## config.mk

```make
export PLATFORM = sky130hd
export DESIGN_NAME = token_bucket_rate_limiter_flat
export DESIGN_NICKNAME = d
export VERILOG_FILES = /design/src/design/tbrl_pkg.sv /design/src/design/tbrl_if.sv /design/src/design/token_bucket_rate_limiter.sv /design/src/flat_wrapper.sv
export SDC_FILE = /design/constraint.sdc
export NUM_CORES = 1
export LEC_CHECK = 0
export ABC_AREA = 0
export BUFFER_PORTS_ARGS = -buffer_cell sky130_fd_sc_hd__buf_2
export CAP_MARGIN = 20
export CORE_ASPECT_RATIO = 1.4
export CORE_MARGIN = 2
export CORE_UTILIZATION = 40
export CTS_CLUSTER_SIZE = 12
export DETAILED_ROUTE_END_ITERATION = 7
export GPL_ROUTABILITY_DRIVEN = 0
export HOLD_SLACK_MARGIN = 0.08
export SLEW_MARGIN = 30
export SYNTH_ARGS = -nofsm -noshare
export SYNTH_HDL_FRONTEND = slang
export SYNTH_SLANG_ARGS = --single-unit
export TNS_END_PERCENT = 30
```

## constraint.sdc

```tcl
create_clock -name clk -period 11.1 [get_ports clk]
set_input_delay 0 -clock clk [delete_from_list [all_inputs] [get_ports clk]]
set_output_delay 0 -clock clk [all_outputs]
set_load 0.05 [all_outputs]
```

## src/design/tbrl_pkg.sv

```systemverilog
// tbrl_pkg: widths, reset values and register indexes of the token bucket rate limiter
// used by the channel interfaces and by the top level; depends on nothing

package tbrl_pkg;

  // field widths
  localparam int unsigned TIME_W   = 64;
  localparam int unsigned PERIOD_W = 32;
  localparam int unsigned CAP_W    = 20;
  localparam int unsigned DROP_W   = 64;
  localparam int unsigned CFG_W    = 32;
  localparam int unsigned CFG_IDX_W = 1;

  // register indexes on the configuration port
  localparam logic [CFG_IDX_W-1:0] CFG_IDX_PERIOD   = 1'd0;
  localparam logic [CFG_IDX_W-1:0] CFG_IDX_CAPACITY = 1'd1;

  // register reset values
  localparam logic [PERIOD_W-1:0] PERIOD_RST   = 32'd2000;
  localparam logic [CAP_W-1:0]    CAPACITY_RST = 20'd500000;

endpackage

```

## src/design/tbrl_if.sv

```systemverilog
// tbrl_in_if / tbrl_out_if: valid/ready channels of the token bucket rate limiter
// depends on tbrl_pkg for the payload widths

interface tbrl_in_if;
  logic                           valid;
  logic                           ready;
  logic [tbrl_pkg::TIME_W-1:0]    event_time_ns;

  modport source (output valid, output event_time_ns, input ready);
  modport sink   (input valid, input event_time_ns, output ready);
endinterface

interface tbrl_out_if;
  logic                           valid;
  logic                           ready;
  logic                           admitted;
  logic [tbrl_pkg::CAP_W-1:0]     tokens_left;
  logic [tbrl_pkg::DROP_W-1:0]    drops_total;

  modport source (output valid, output admitted, output tokens_left, output drops_total,
                  input ready);
  modport sink   (input valid, input admitted, input tokens_left, input drops_total,
                  output ready);
endinterface

```

## src/design/token_bucket_rate_limiter.sv

```systemverilog
// token_bucket_rate_limiter: admits or drops timestamped events against a token bucket
// depends on tbrl_pkg and on the channel interfaces in tbrl_if.sv
//
//   channel  direction  payload                                   handshake
//   in_ch    sink       event_time_ns[63:0]                       valid/ready
//   out_ch   source     admitted, tokens_left[19:0], drops_total  valid/ready
//   cfg      write      cfg_index[0], cfg_wdata[31:0]             cfg_we, no wait
//
// an event that starts the bucket goes from S_PREP straight to S_EMIT; any other event
// passes through S_DIV, where the restoring divider finds elapsed / period one quotient
// bit per cycle with one shared 33-bit compare-and-subtract unit, and then S_REFILL.
// in_ch.ready is high only while the sequencer is idle; a result waits in the output
// register, and the next result is held back until it has been taken.
// rst_n is synchronous; it clears the bucket state and restores the register defaults.

module token_bucket_rate_limiter (
  input  logic                            clk,
  input  logic                            rst_n,
  tbrl_in_if.sink                         in_ch,
  tbrl_out_if.source                      out_ch,
  input  logic                            cfg_we,
  input  logic [tbrl_pkg::CFG_IDX_W-1:0]  cfg_index,
  input  logic [tbrl_pkg::CFG_W-1:0]      cfg_wdata
);

  localparam int unsigned TW = tbrl_pkg::TIME_W;
  localparam int unsigned PW = tbrl_pkg::PERIOD_W;
  localparam int unsigned CW = tbrl_pkg::CAP_W;
  localparam int unsigned DW = tbrl_pkg::DROP_W;
  localparam int unsigned STEP_W = $clog2(TW);

  // sequencer states
  localparam logic [2:0] S_IDLE   = 3'd0;
  localparam logic [2:0] S_PREP   = 3'd1;
  localparam logic [2:0] S_DIV    = 3'd2;
  localparam logic [2:0] S_REFILL = 3'd3;
  localparam logic [2:0] S_EMIT   = 3'd4;

  logic [2:0]        state_r, state_nxt;
  logic [PW-1:0]     period_r, period_nxt;
  logic [CW-1:0]     cap_r, cap_nxt;
  logic [TW-1:0]     last_r, last_nxt;
  logic [CW-1:0]     tokens_r, tokens_nxt;
  logic [DW-1:0]     drops_r, drops_nxt;
  logic [TW-1:0]     now_r, now_nxt;
  logic [TW-1:0]     quot_r, quot_nxt;
  logic [PW-1:0]     rem_r, rem_nxt;
  logic [STEP_W-1:0] step_r, step_nxt;
  logic              out_valid_r, out_valid_nxt;
  logic              admitted_r, admitted_nxt;
  logic [CW-1:0]     tokens_left_r, tokens_left_nxt;
  logic [DW-1:0]     drops_total_r, drops_total_nxt;

  logic [PW-1:0]     period_eff;
  logic [PW:0]       rem_shift;
  logic [PW:0]       rem_diff;
  logic              rem_ge;
  logic [CW:0]       refill_sum;
  logic              out_free;

  // a zero period counts as one nanosecond
  assign period_eff = (period_r == '0) ? {{(PW-1){1'b0}}, 1'b1} : period_r;

  // shared compare-and-subtract unit: one restoring division step
  assign rem_shift = {rem_r, quot_r[TW-1]};
  assign rem_diff  = rem_shift - {1'b0, period_eff};
  assign rem_ge    = ~rem_diff[PW];

  // saturating refill sum, used only when the quotient is below capacity
  assign refill_sum = {1'b0, tokens_r} + {1'b0, quot_r[CW-1:0]};

  assign out_free = ~out_valid_r | out_ch.ready;

  assign in_ch.ready        = (state_r == S_IDLE);
  assign out_ch.valid       = out_valid_r;
  assign out_ch.admitted    = admitted_r;
  assign out_ch.tokens_left = tokens_left_r;
  assign out_ch.drops_total = drops_total_r;

  // sequencer and datapath next state
  always_comb begin
    state_nxt       = state_r;
    period_nxt      = period_r;
    cap_nxt         = cap_r;
    last_nxt        = last_r;
    tokens_nxt      = tokens_r;
    drops_nxt       = drops_r;
    now_nxt         = now_r;
    quot_nxt        = quot_r;
    rem_nxt         = rem_r;
    step_nxt        = step_r;
    out_valid_nxt   = out_valid_r & ~out_ch.ready;
    admitted_nxt    = admitted_r;
    tokens_left_nxt = tokens_left_r;
    drops_total_nxt = drops_total_r;

    // register writes must arrive only while idle; the block itself does not enforce this
    if (cfg_we) begin
      if (cfg_index == tbrl_pkg::CFG_IDX_PERIOD) begin
        period_nxt = cfg_wdata[PW-1:0];
      end else if (cfg_index == tbrl_pkg::CFG_IDX_CAPACITY) begin
        cap_nxt = cfg_wdata[CW-1:0];
      end
    end

    unique case (state_r)
      S_IDLE: begin
        if (in_ch.valid) begin
          now_nxt   = in_ch.event_time_ns;
          state_nxt = S_PREP;
        end
      end
      S_PREP: begin
        // not started: take the event time and fill the bucket, nothing elapsed
        if (last_r == '0) begin
          last_nxt   = now_r;
          tokens_nxt = cap_r;
          state_nxt  = S_EMIT;
        end else begin
          quot_nxt  = now_r - last_r;
          rem_nxt   = '0;
          step_nxt  = '0;
          state_nxt = S_DIV;
        end
      end
      S_DIV: begin
        quot_nxt = {quot_r[TW-2:0], rem_ge};
        rem_nxt  = rem_ge ? rem_diff[PW-1:0] : rem_shift[PW-1:0];
        step_nxt = step_r + 1'b1;
        if (step_r == STEP_W'(TW - 1)) begin
          state_nxt = S_REFILL;
        end
      end
      S_REFILL: begin
        // a non-zero quotient means at least one period has elapsed
        if (quot_r != '0) begin
          last_nxt = now_r;
          if (quot_r >= {{(TW-CW){1'b0}}, cap_r}) begin
            tokens_nxt = cap_r;
          end else if (refill_sum > {1'b0, cap_r}) begin
            tokens_nxt = cap_r;
          end else begin
            tokens_nxt = refill_sum[CW-1:0];
          end
        end
        state_nxt = S_EMIT;
      end
      S_EMIT: begin
        // admit or drop once the output register is free
        if (out_free) begin
          out_valid_nxt = 1'b1;
          if (tokens_r == '0) begin
            drops_nxt       = drops_r + 1'b1;
            admitted_nxt    = 1'b0;
            tokens_left_nxt = tokens_r;
            drops_total_nxt = drops_r + 1'b1;
          end else begin
            tokens_nxt      = tokens_r - 1'b1;
            admitted_nxt    = 1'b1;
            tokens_left_nxt = tokens_r - 1'b1;
            drops_total_nxt = drops_r;
          end
          state_nxt = S_IDLE;
        end
      end
      default: begin
        state_nxt = S_IDLE;
      end
    endcase
  end

  // control and bucket state
  always_ff @(posedge clk) begin
    if (!rst_n) begin
      state_r     <= S_IDLE;
      period_r    <= tbrl_pkg::PERIOD_RST;
      cap_r       <= tbrl_pkg::CAPACITY_RST;
      last_r      <= '0;
      tokens_r    <= '0;
      drops_r     <= '0;
      step_r      <= '0;
      out_valid_r <= 1'b0;
    end else begin
      state_r     <= state_nxt;
      period_r    <= period_nxt;
      cap_r       <= cap_nxt;
      last_r      <= last_nxt;
      tokens_r    <= tokens_nxt;
      drops_r     <= drops_nxt;
      step_r      <= step_nxt;
      out_valid_r <= out_valid_nxt;
    end
  end

  // payload registers
  always_ff @(posedge clk) begin
    now_r         <= now_nxt;
    quot_r        <= quot_nxt;
    rem_r         <= rem_nxt;
    admitted_r    <= admitted_nxt;
    tokens_left_r <= tokens_left_nxt;
    drops_total_r <= drops_total_nxt;
  end

endmodule
```

## src/flat_wrapper.sv

```systemverilog
// flat-port wrapper written by rule: the top's interface ports become plain ports
module token_bucket_rate_limiter_flat 
  (clk, rst_n, cfg_we, cfg_index, cfg_wdata, in_ch_valid, in_ch_event_time_ns, in_ch_ready, out_ch_valid, out_ch_admitted, out_ch_tokens_left, out_ch_drops_total, out_ch_ready);
  tbrl_in_if in_ch_i ();
  tbrl_out_if out_ch_i ();
  input  logic clk;
  input  logic rst_n;
  input  logic cfg_we;
  input  logic [tbrl_pkg::CFG_IDX_W-1:0] cfg_index;
  input  logic [tbrl_pkg::CFG_W-1:0] cfg_wdata;
  input wire logic [$bits(in_ch_i.valid)-1:0] in_ch_valid;
  input wire logic [$bits(in_ch_i.event_time_ns)-1:0] in_ch_event_time_ns;
  output wire logic [$bits(in_ch_i.ready)-1:0] in_ch_ready;
  output wire logic [$bits(out_ch_i.valid)-1:0] out_ch_valid;
  output wire logic [$bits(out_ch_i.admitted)-1:0] out_ch_admitted;
  output wire logic [$bits(out_ch_i.tokens_left)-1:0] out_ch_tokens_left;
  output wire logic [$bits(out_ch_i.drops_total)-1:0] out_ch_drops_total;
  input wire logic [$bits(out_ch_i.ready)-1:0] out_ch_ready;
  assign in_ch_i.valid = in_ch_valid;
  assign in_ch_i.event_time_ns = in_ch_event_time_ns;
  assign in_ch_ready = in_ch_i.ready;
  assign out_ch_valid = out_ch_i.valid;
  assign out_ch_admitted = out_ch_i.admitted;
  assign out_ch_tokens_left = out_ch_i.tokens_left;
  assign out_ch_drops_total = out_ch_i.drops_total;
  assign out_ch_i.ready = out_ch_ready;
  token_bucket_rate_limiter u_core (.clk(clk), .rst_n(rst_n), .in_ch(in_ch_i), .out_ch(out_ch_i), .cfg_we(cfg_we), .cfg_index(cfg_index), .cfg_wdata(cfg_wdata));
endmodule
```

==> results.json <==
{
  "run_status": "complete, no violations",
  "p_per_cell_area_nw_per_um2": 229,
  "timing.critical_path.from_type": "flop",
  "drc_errors": 0,
  "worst_skew_pair.late_latency_ns": 0.60,
  "grt.total_usage": 0.200,
  "whs_path_depth": 2,
  "h-tree-depth": 2,
  "die_area_um2": 66600,
  "criticalPathCategory": "flop to flop",
  "placed_cells": 3711,
  "hold_ws_ns": 0.117,
  "power_internal_uw": 4260,
  "timing.rr.end": "u_core.tokens_r[15]",
  "setup_viol": 0,
  "ff2ff_setup_slack_ns": 5.70,
  "area_growth_pct": 17.5,
  "switchingPower_uw": 2680,
  "antenna_cells_inserted": 0,
  "number_of_input_and_output_port_buffers_inserted": 188,
  "max-clock-path-buffers": 3,
  "finalSetupTns_ns": 0,
  "post-route-period-util": 0.486,
  "critical-path-max-stage-delay_ns": 0.50,
  "data_arrival_critical_path_ns": 5.90,
  "timing_hold_violations_final": 0,
  "postRouteWirelength_mm": 68.0,
  "first_global_vias": 20500,
  "cp_cell_sequence": "ha_1, inv_1, fa_1, nor2b_1, o21ai_0, a21bo_2, a31o_2, a211o_1, nand2_1, a21oi_1, xnor2_1, ha_1, nand4_1, nor4_1, a21boi_0, a211oi_1, a211oi_1, nor4_2, buf_4, nor2_1, buf_4, a22oi_1, a31oi_1",
  "max_clock_freq_mhz": 185,
  "hold_path_end": "u_core.now_r[25]",
  "root_driver": "sky130_fd_sc_hd__clkbuf_16",
  "placeable_core_region_um2": 64100,
  "num_rows": 110,
  "detail_route.first_pass.iterations": 6,
  "power.total_uw": 6940,
  "cellLeakagePower_uw": 0.0117,
  "ys_seq_elements": 455,
  "synth_sequential_area_ratio": 0.448,
  "tritoncts_num_sinks": 455,
  "synth.cell_area_um2": 25800,
  "cp.required_ns": 11.60,
  "multi_input_combinational_cell_area_um2": 13300,
  "worstRegToRegCells": 23,
  "ioPinCount": 189,
  "worst_hold_startpoint": "in_ch_event_time_ns[25]",
  "finalMaxSlewViolations": 0,
  "total_via_count_after_detailed_routing": 21100,
  "max_cap_viols": 0,
  "fillerInstances": 6180,
  "vdd_ir_drop_max_mv": 0.136,
  "path_type_of_the_worst_min_delay_path": "input pin to flop",
  "grt_antenna_before_repair": 1,
  "slew_headroom": 0.346,
  "dpl.hpwl_mm": 50.7,
  "comb_power_share": 0.416,
  "synth_cell_types": 74,
  "drive_above_1_share": 0.100,
  "yosys_warnings": 0,
  "power.switching_fraction": 0.386,
  "clockPowerShare": 0.232,
  "fin_nets": 3307,
  "synthesis.nets": 3048,
  "final.setup_skew_ns": 0.0292,
  "worstSetupEndpointType": "flop",
  "tritoncts": "yes",
  "timing.critical_path.fanout_max": 21,
  "critical_path.slowest_cell": "sky130_fd_sc_hd__dfxtp_1",
  "dieWidth_um": 219,
  "clkSlewWorstSetupHoldPaths_ns": 0.06,
  "syn_inst": 2785,
  "rr_startpoint": "u_core.tokens_r[0]",
  "maximum_number_of_pins_on_one_net_before_global_route_repair": 100,
  "floorplan.initialDensity": 0.403,
  "synthArstFlopShare": 0,
  "syn_area_per_cell_um2": 9.27,
  "grt-ovfl-total": 0,
  "drtAntennaViolNets": 0,
  "grt_first_pass_wirelength_mm": 108,
  "fin_crit_period_ns": 5.40,
  "ys_dominant_reg_cell": "sky130_fd_sc_hd__edfxtp_1",
  "drt_iter0_markers": 1697,
  "cts.hold.buffers_added": 122,
  "ff_latch_area_um2": 11600,
  "wl_per_cell_um": 17.3,
  "cts_inserted_buffers": 49,
  "sequential_group_share_of_total_power": 0.351,
  "grt_setup_unrepaired": "no",
  "routed_via_density": 5.38,
  "die_y_um": 305,
  "cts.repair_timing.setup_buffer_count": 0,
  "worst_pin_slew_ns": 0.980,
  "post_cts.resized_instances": 0,
  "layout.cells.non_filler": 3924,
  "synth-edff-count": 245
}
area by class of cell:
type                    count  share of cell area
multi-input cells        2050               0.437
clock inverters            16             0.00544
well taps                 840              0.0346
clock buffers              75              0.0460
repair buffers            325              0.0755
inverters                 163              0.0203
flip-flops and latches    455               0.381
synthesized netlist by cell type (9+ instances only):
cell	number	area [µm²]
sky130_fd_sc_hd__a211oi_1	25	188
sky130_fd_sc_hd__a21boi_0	9	67.6
sky130_fd_sc_hd__a21o_1	54	405
sky130_fd_sc_hd__a21oi_1	223	1120
sky130_fd_sc_hd__a221oi_1	20	175
sky130_fd_sc_hd__a31oi_1	18	113
sky130_fd_sc_hd__and2_1	18	113
sky130_fd_sc_hd__and3_1	28	175
sky130_fd_sc_hd__and4_1	10	87.6
sky130_fd_sc_hd__clkbuf_1	105	394
sky130_fd_sc_hd__dfxtp_1	210	4200
sky130_fd_sc_hd__edfxtp_1	245	7360
sky130_fd_sc_hd__ha_1	158	1980
sky130_fd_sc_hd__inv_1	162	608
sky130_fd_sc_hd__mux2i_1	91	911
sky130_fd_sc_hd__nand2_1	292	1100
sky130_fd_sc_hd__nand2b_1	26	163
sky130_fd_sc_hd__nand3_1	65	325
sky130_fd_sc_hd__nand4_1	48	300
sky130_fd_sc_hd__nor2_1	294	1100
sky130_fd_sc_hd__nor2b_1	25	156
sky130_fd_sc_hd__nor3_1	44	220
sky130_fd_sc_hd__nor3b_1	10	75.1
sky130_fd_sc_hd__nor4_1	51	319
sky130_fd_sc_hd__o211ai_1	18	135
sky130_fd_sc_hd__o21a_1	18	135
sky130_fd_sc_hd__o21ai_0	134	671
sky130_fd_sc_hd__o21bai_1	15	113
sky130_fd_sc_hd__o31ai_1	17	128
sky130_fd_sc_hd__or3_1	35	219
sky130_fd_sc_hd__xnor2_1	124	1090
sky130_fd_sc_hd__xor2_1	90	788
per-stage QoR:
step                      cell area, µm²  setup slack [ns]  utilization
after floorplan                    25800              6.67            -
after global placement             27500              6.17        0.429
after detailed placement           27600              5.92        0.430
after CTS                          30300              5.91        0.473
after global routing               30300              5.45        0.473
final                              30300              5.70        0.473
worst max-delay path: cells and delay by family, from the launching register on:
family | cells | cell delay (ns)
DFF | 1 | 0.50
AOI/OAI and AO/OA | 10 | 2.13
xor gates and xnor gates | 1 | 0.16
buffers and inverters | 3 | 0.56
and+or+nand+nor | 6 | 0.98
adders and majority gates | 3 | 0.97
layout by cell type (no fill, tap or decap), types with 35 or more instances in the layout:
master,netlist,final
sky130_fd_sc_hd__xnor2_1,124,123
sky130_fd_sc_hd__buf_2,6,188
sky130_fd_sc_hd__nor4_1,51,49
sky130_fd_sc_hd__ha_1,158,158
sky130_fd_sc_hd__dfxtp_1,210,210
sky130_fd_sc_hd__or3_1,35,35
sky130_fd_sc_hd__clkbuf_16,0,50
sky130_fd_sc_hd__nand4_1,48,48
sky130_fd_sc_hd__edfxtp_1,245,245
sky130_fd_sc_hd__a21oi_1,223,223
sky130_fd_sc_hd__xor2_1,90,90
sky130_fd_sc_hd__nand3_1,65,65
sky130_fd_sc_hd__inv_1,162,161
sky130_fd_sc_hd__nor3_1,44,43
sky130_fd_sc_hd__dlygate4sd3_1,0,122
sky130_fd_sc_hd__o21ai_0,134,134
sky130_fd_sc_hd__a21o_1,54,54
sky130_fd_sc_hd__mux2i_1,91,91
sky130_fd_sc_hd__nand2_1,292,290
sky130_fd_sc_hd__nor2_1,294,294
how the worst max path moves through the flow:
stage | from | to | slack (ns) | cells after the start
6_report | u_core.tokens_r[0] | u_core.tokens_r[15] | 5.70 | 23
5_1_grt | u_core.tokens_r[0] | u_core.tokens_r[15] | 5.45 | 23
4_1_cts | u_core.tokens_r[0] | u_core.tokens_r[15] | 5.91 | 23
3_5_place_dp | u_core.tokens_r[0] | u_core.tokens_r[15] | 5.92 | 23
3_3_place_gp | u_core.tokens_r[0] | u_core.tokens_r[14] | 6.17 | 24
2_1_floorplan | u_core.quot_r[0] | u_core.tokens_r[19] | 6.67 | 22
cell families (layout without fill, tap and decap cells):
| kind of cell | count (synthesis) | count (layout) | share of synthesized area |
|---|---|---|---|
| AO/OA/AOI/OAI | 605 | 605 | 0.144 |
| adder cells (fa/ha/maj) | 161 | 161 | 0.0789 |
| XOR/XNOR | 214 | 214 | 0.0726 |
| AND/OR/NAND/NOR | 978 | 978 | 0.180 |
| buffers and inverters | 280 | 579 | 0.0413 |
| flip-flops | 455 | 455 | 0.448 |
| multiplexers | 92 | 92 | 0.0357 |
registers in the layout (all words and copies together), names as in the netlist, 32 cells and up:
name                       count
u_core.quot_r                 64
u_core.drops_r                64
u_core.period_r               32
u_core.now_r                  64
u_core.rem_r                  32
u_core.out_ch.drops_total     64
u_core.last_r                 64
power groups by stage:
| stage | sequential (µW) | clock (µW) | combinational (µW) |
|---|---|---|---|
| after CTS | 2440 | 1660 | 2880 |
| after global placement | 2460 | 0 | 2750 |
| final | 2440 | 1610 | 2890 |
| after floorplan | 2490 | 0 | 2070 |
| after detailed placement | 2470 | 0 | 2830 |
| after global routing | 2470 | 1720 | 3200 |
per-layer routing:
| metal | part of all wire | track usage |
|---|---|---|
| met5 | 0.00015 | 0 |
| met4 | 0.041 | 0.0786 |
| met3 | 0.043 | 0.0262 |
| met2 | 0.50 | 0.357 |
| met1 | 0.42 | 0.240 |
Power figures use the tool's default switching activity.
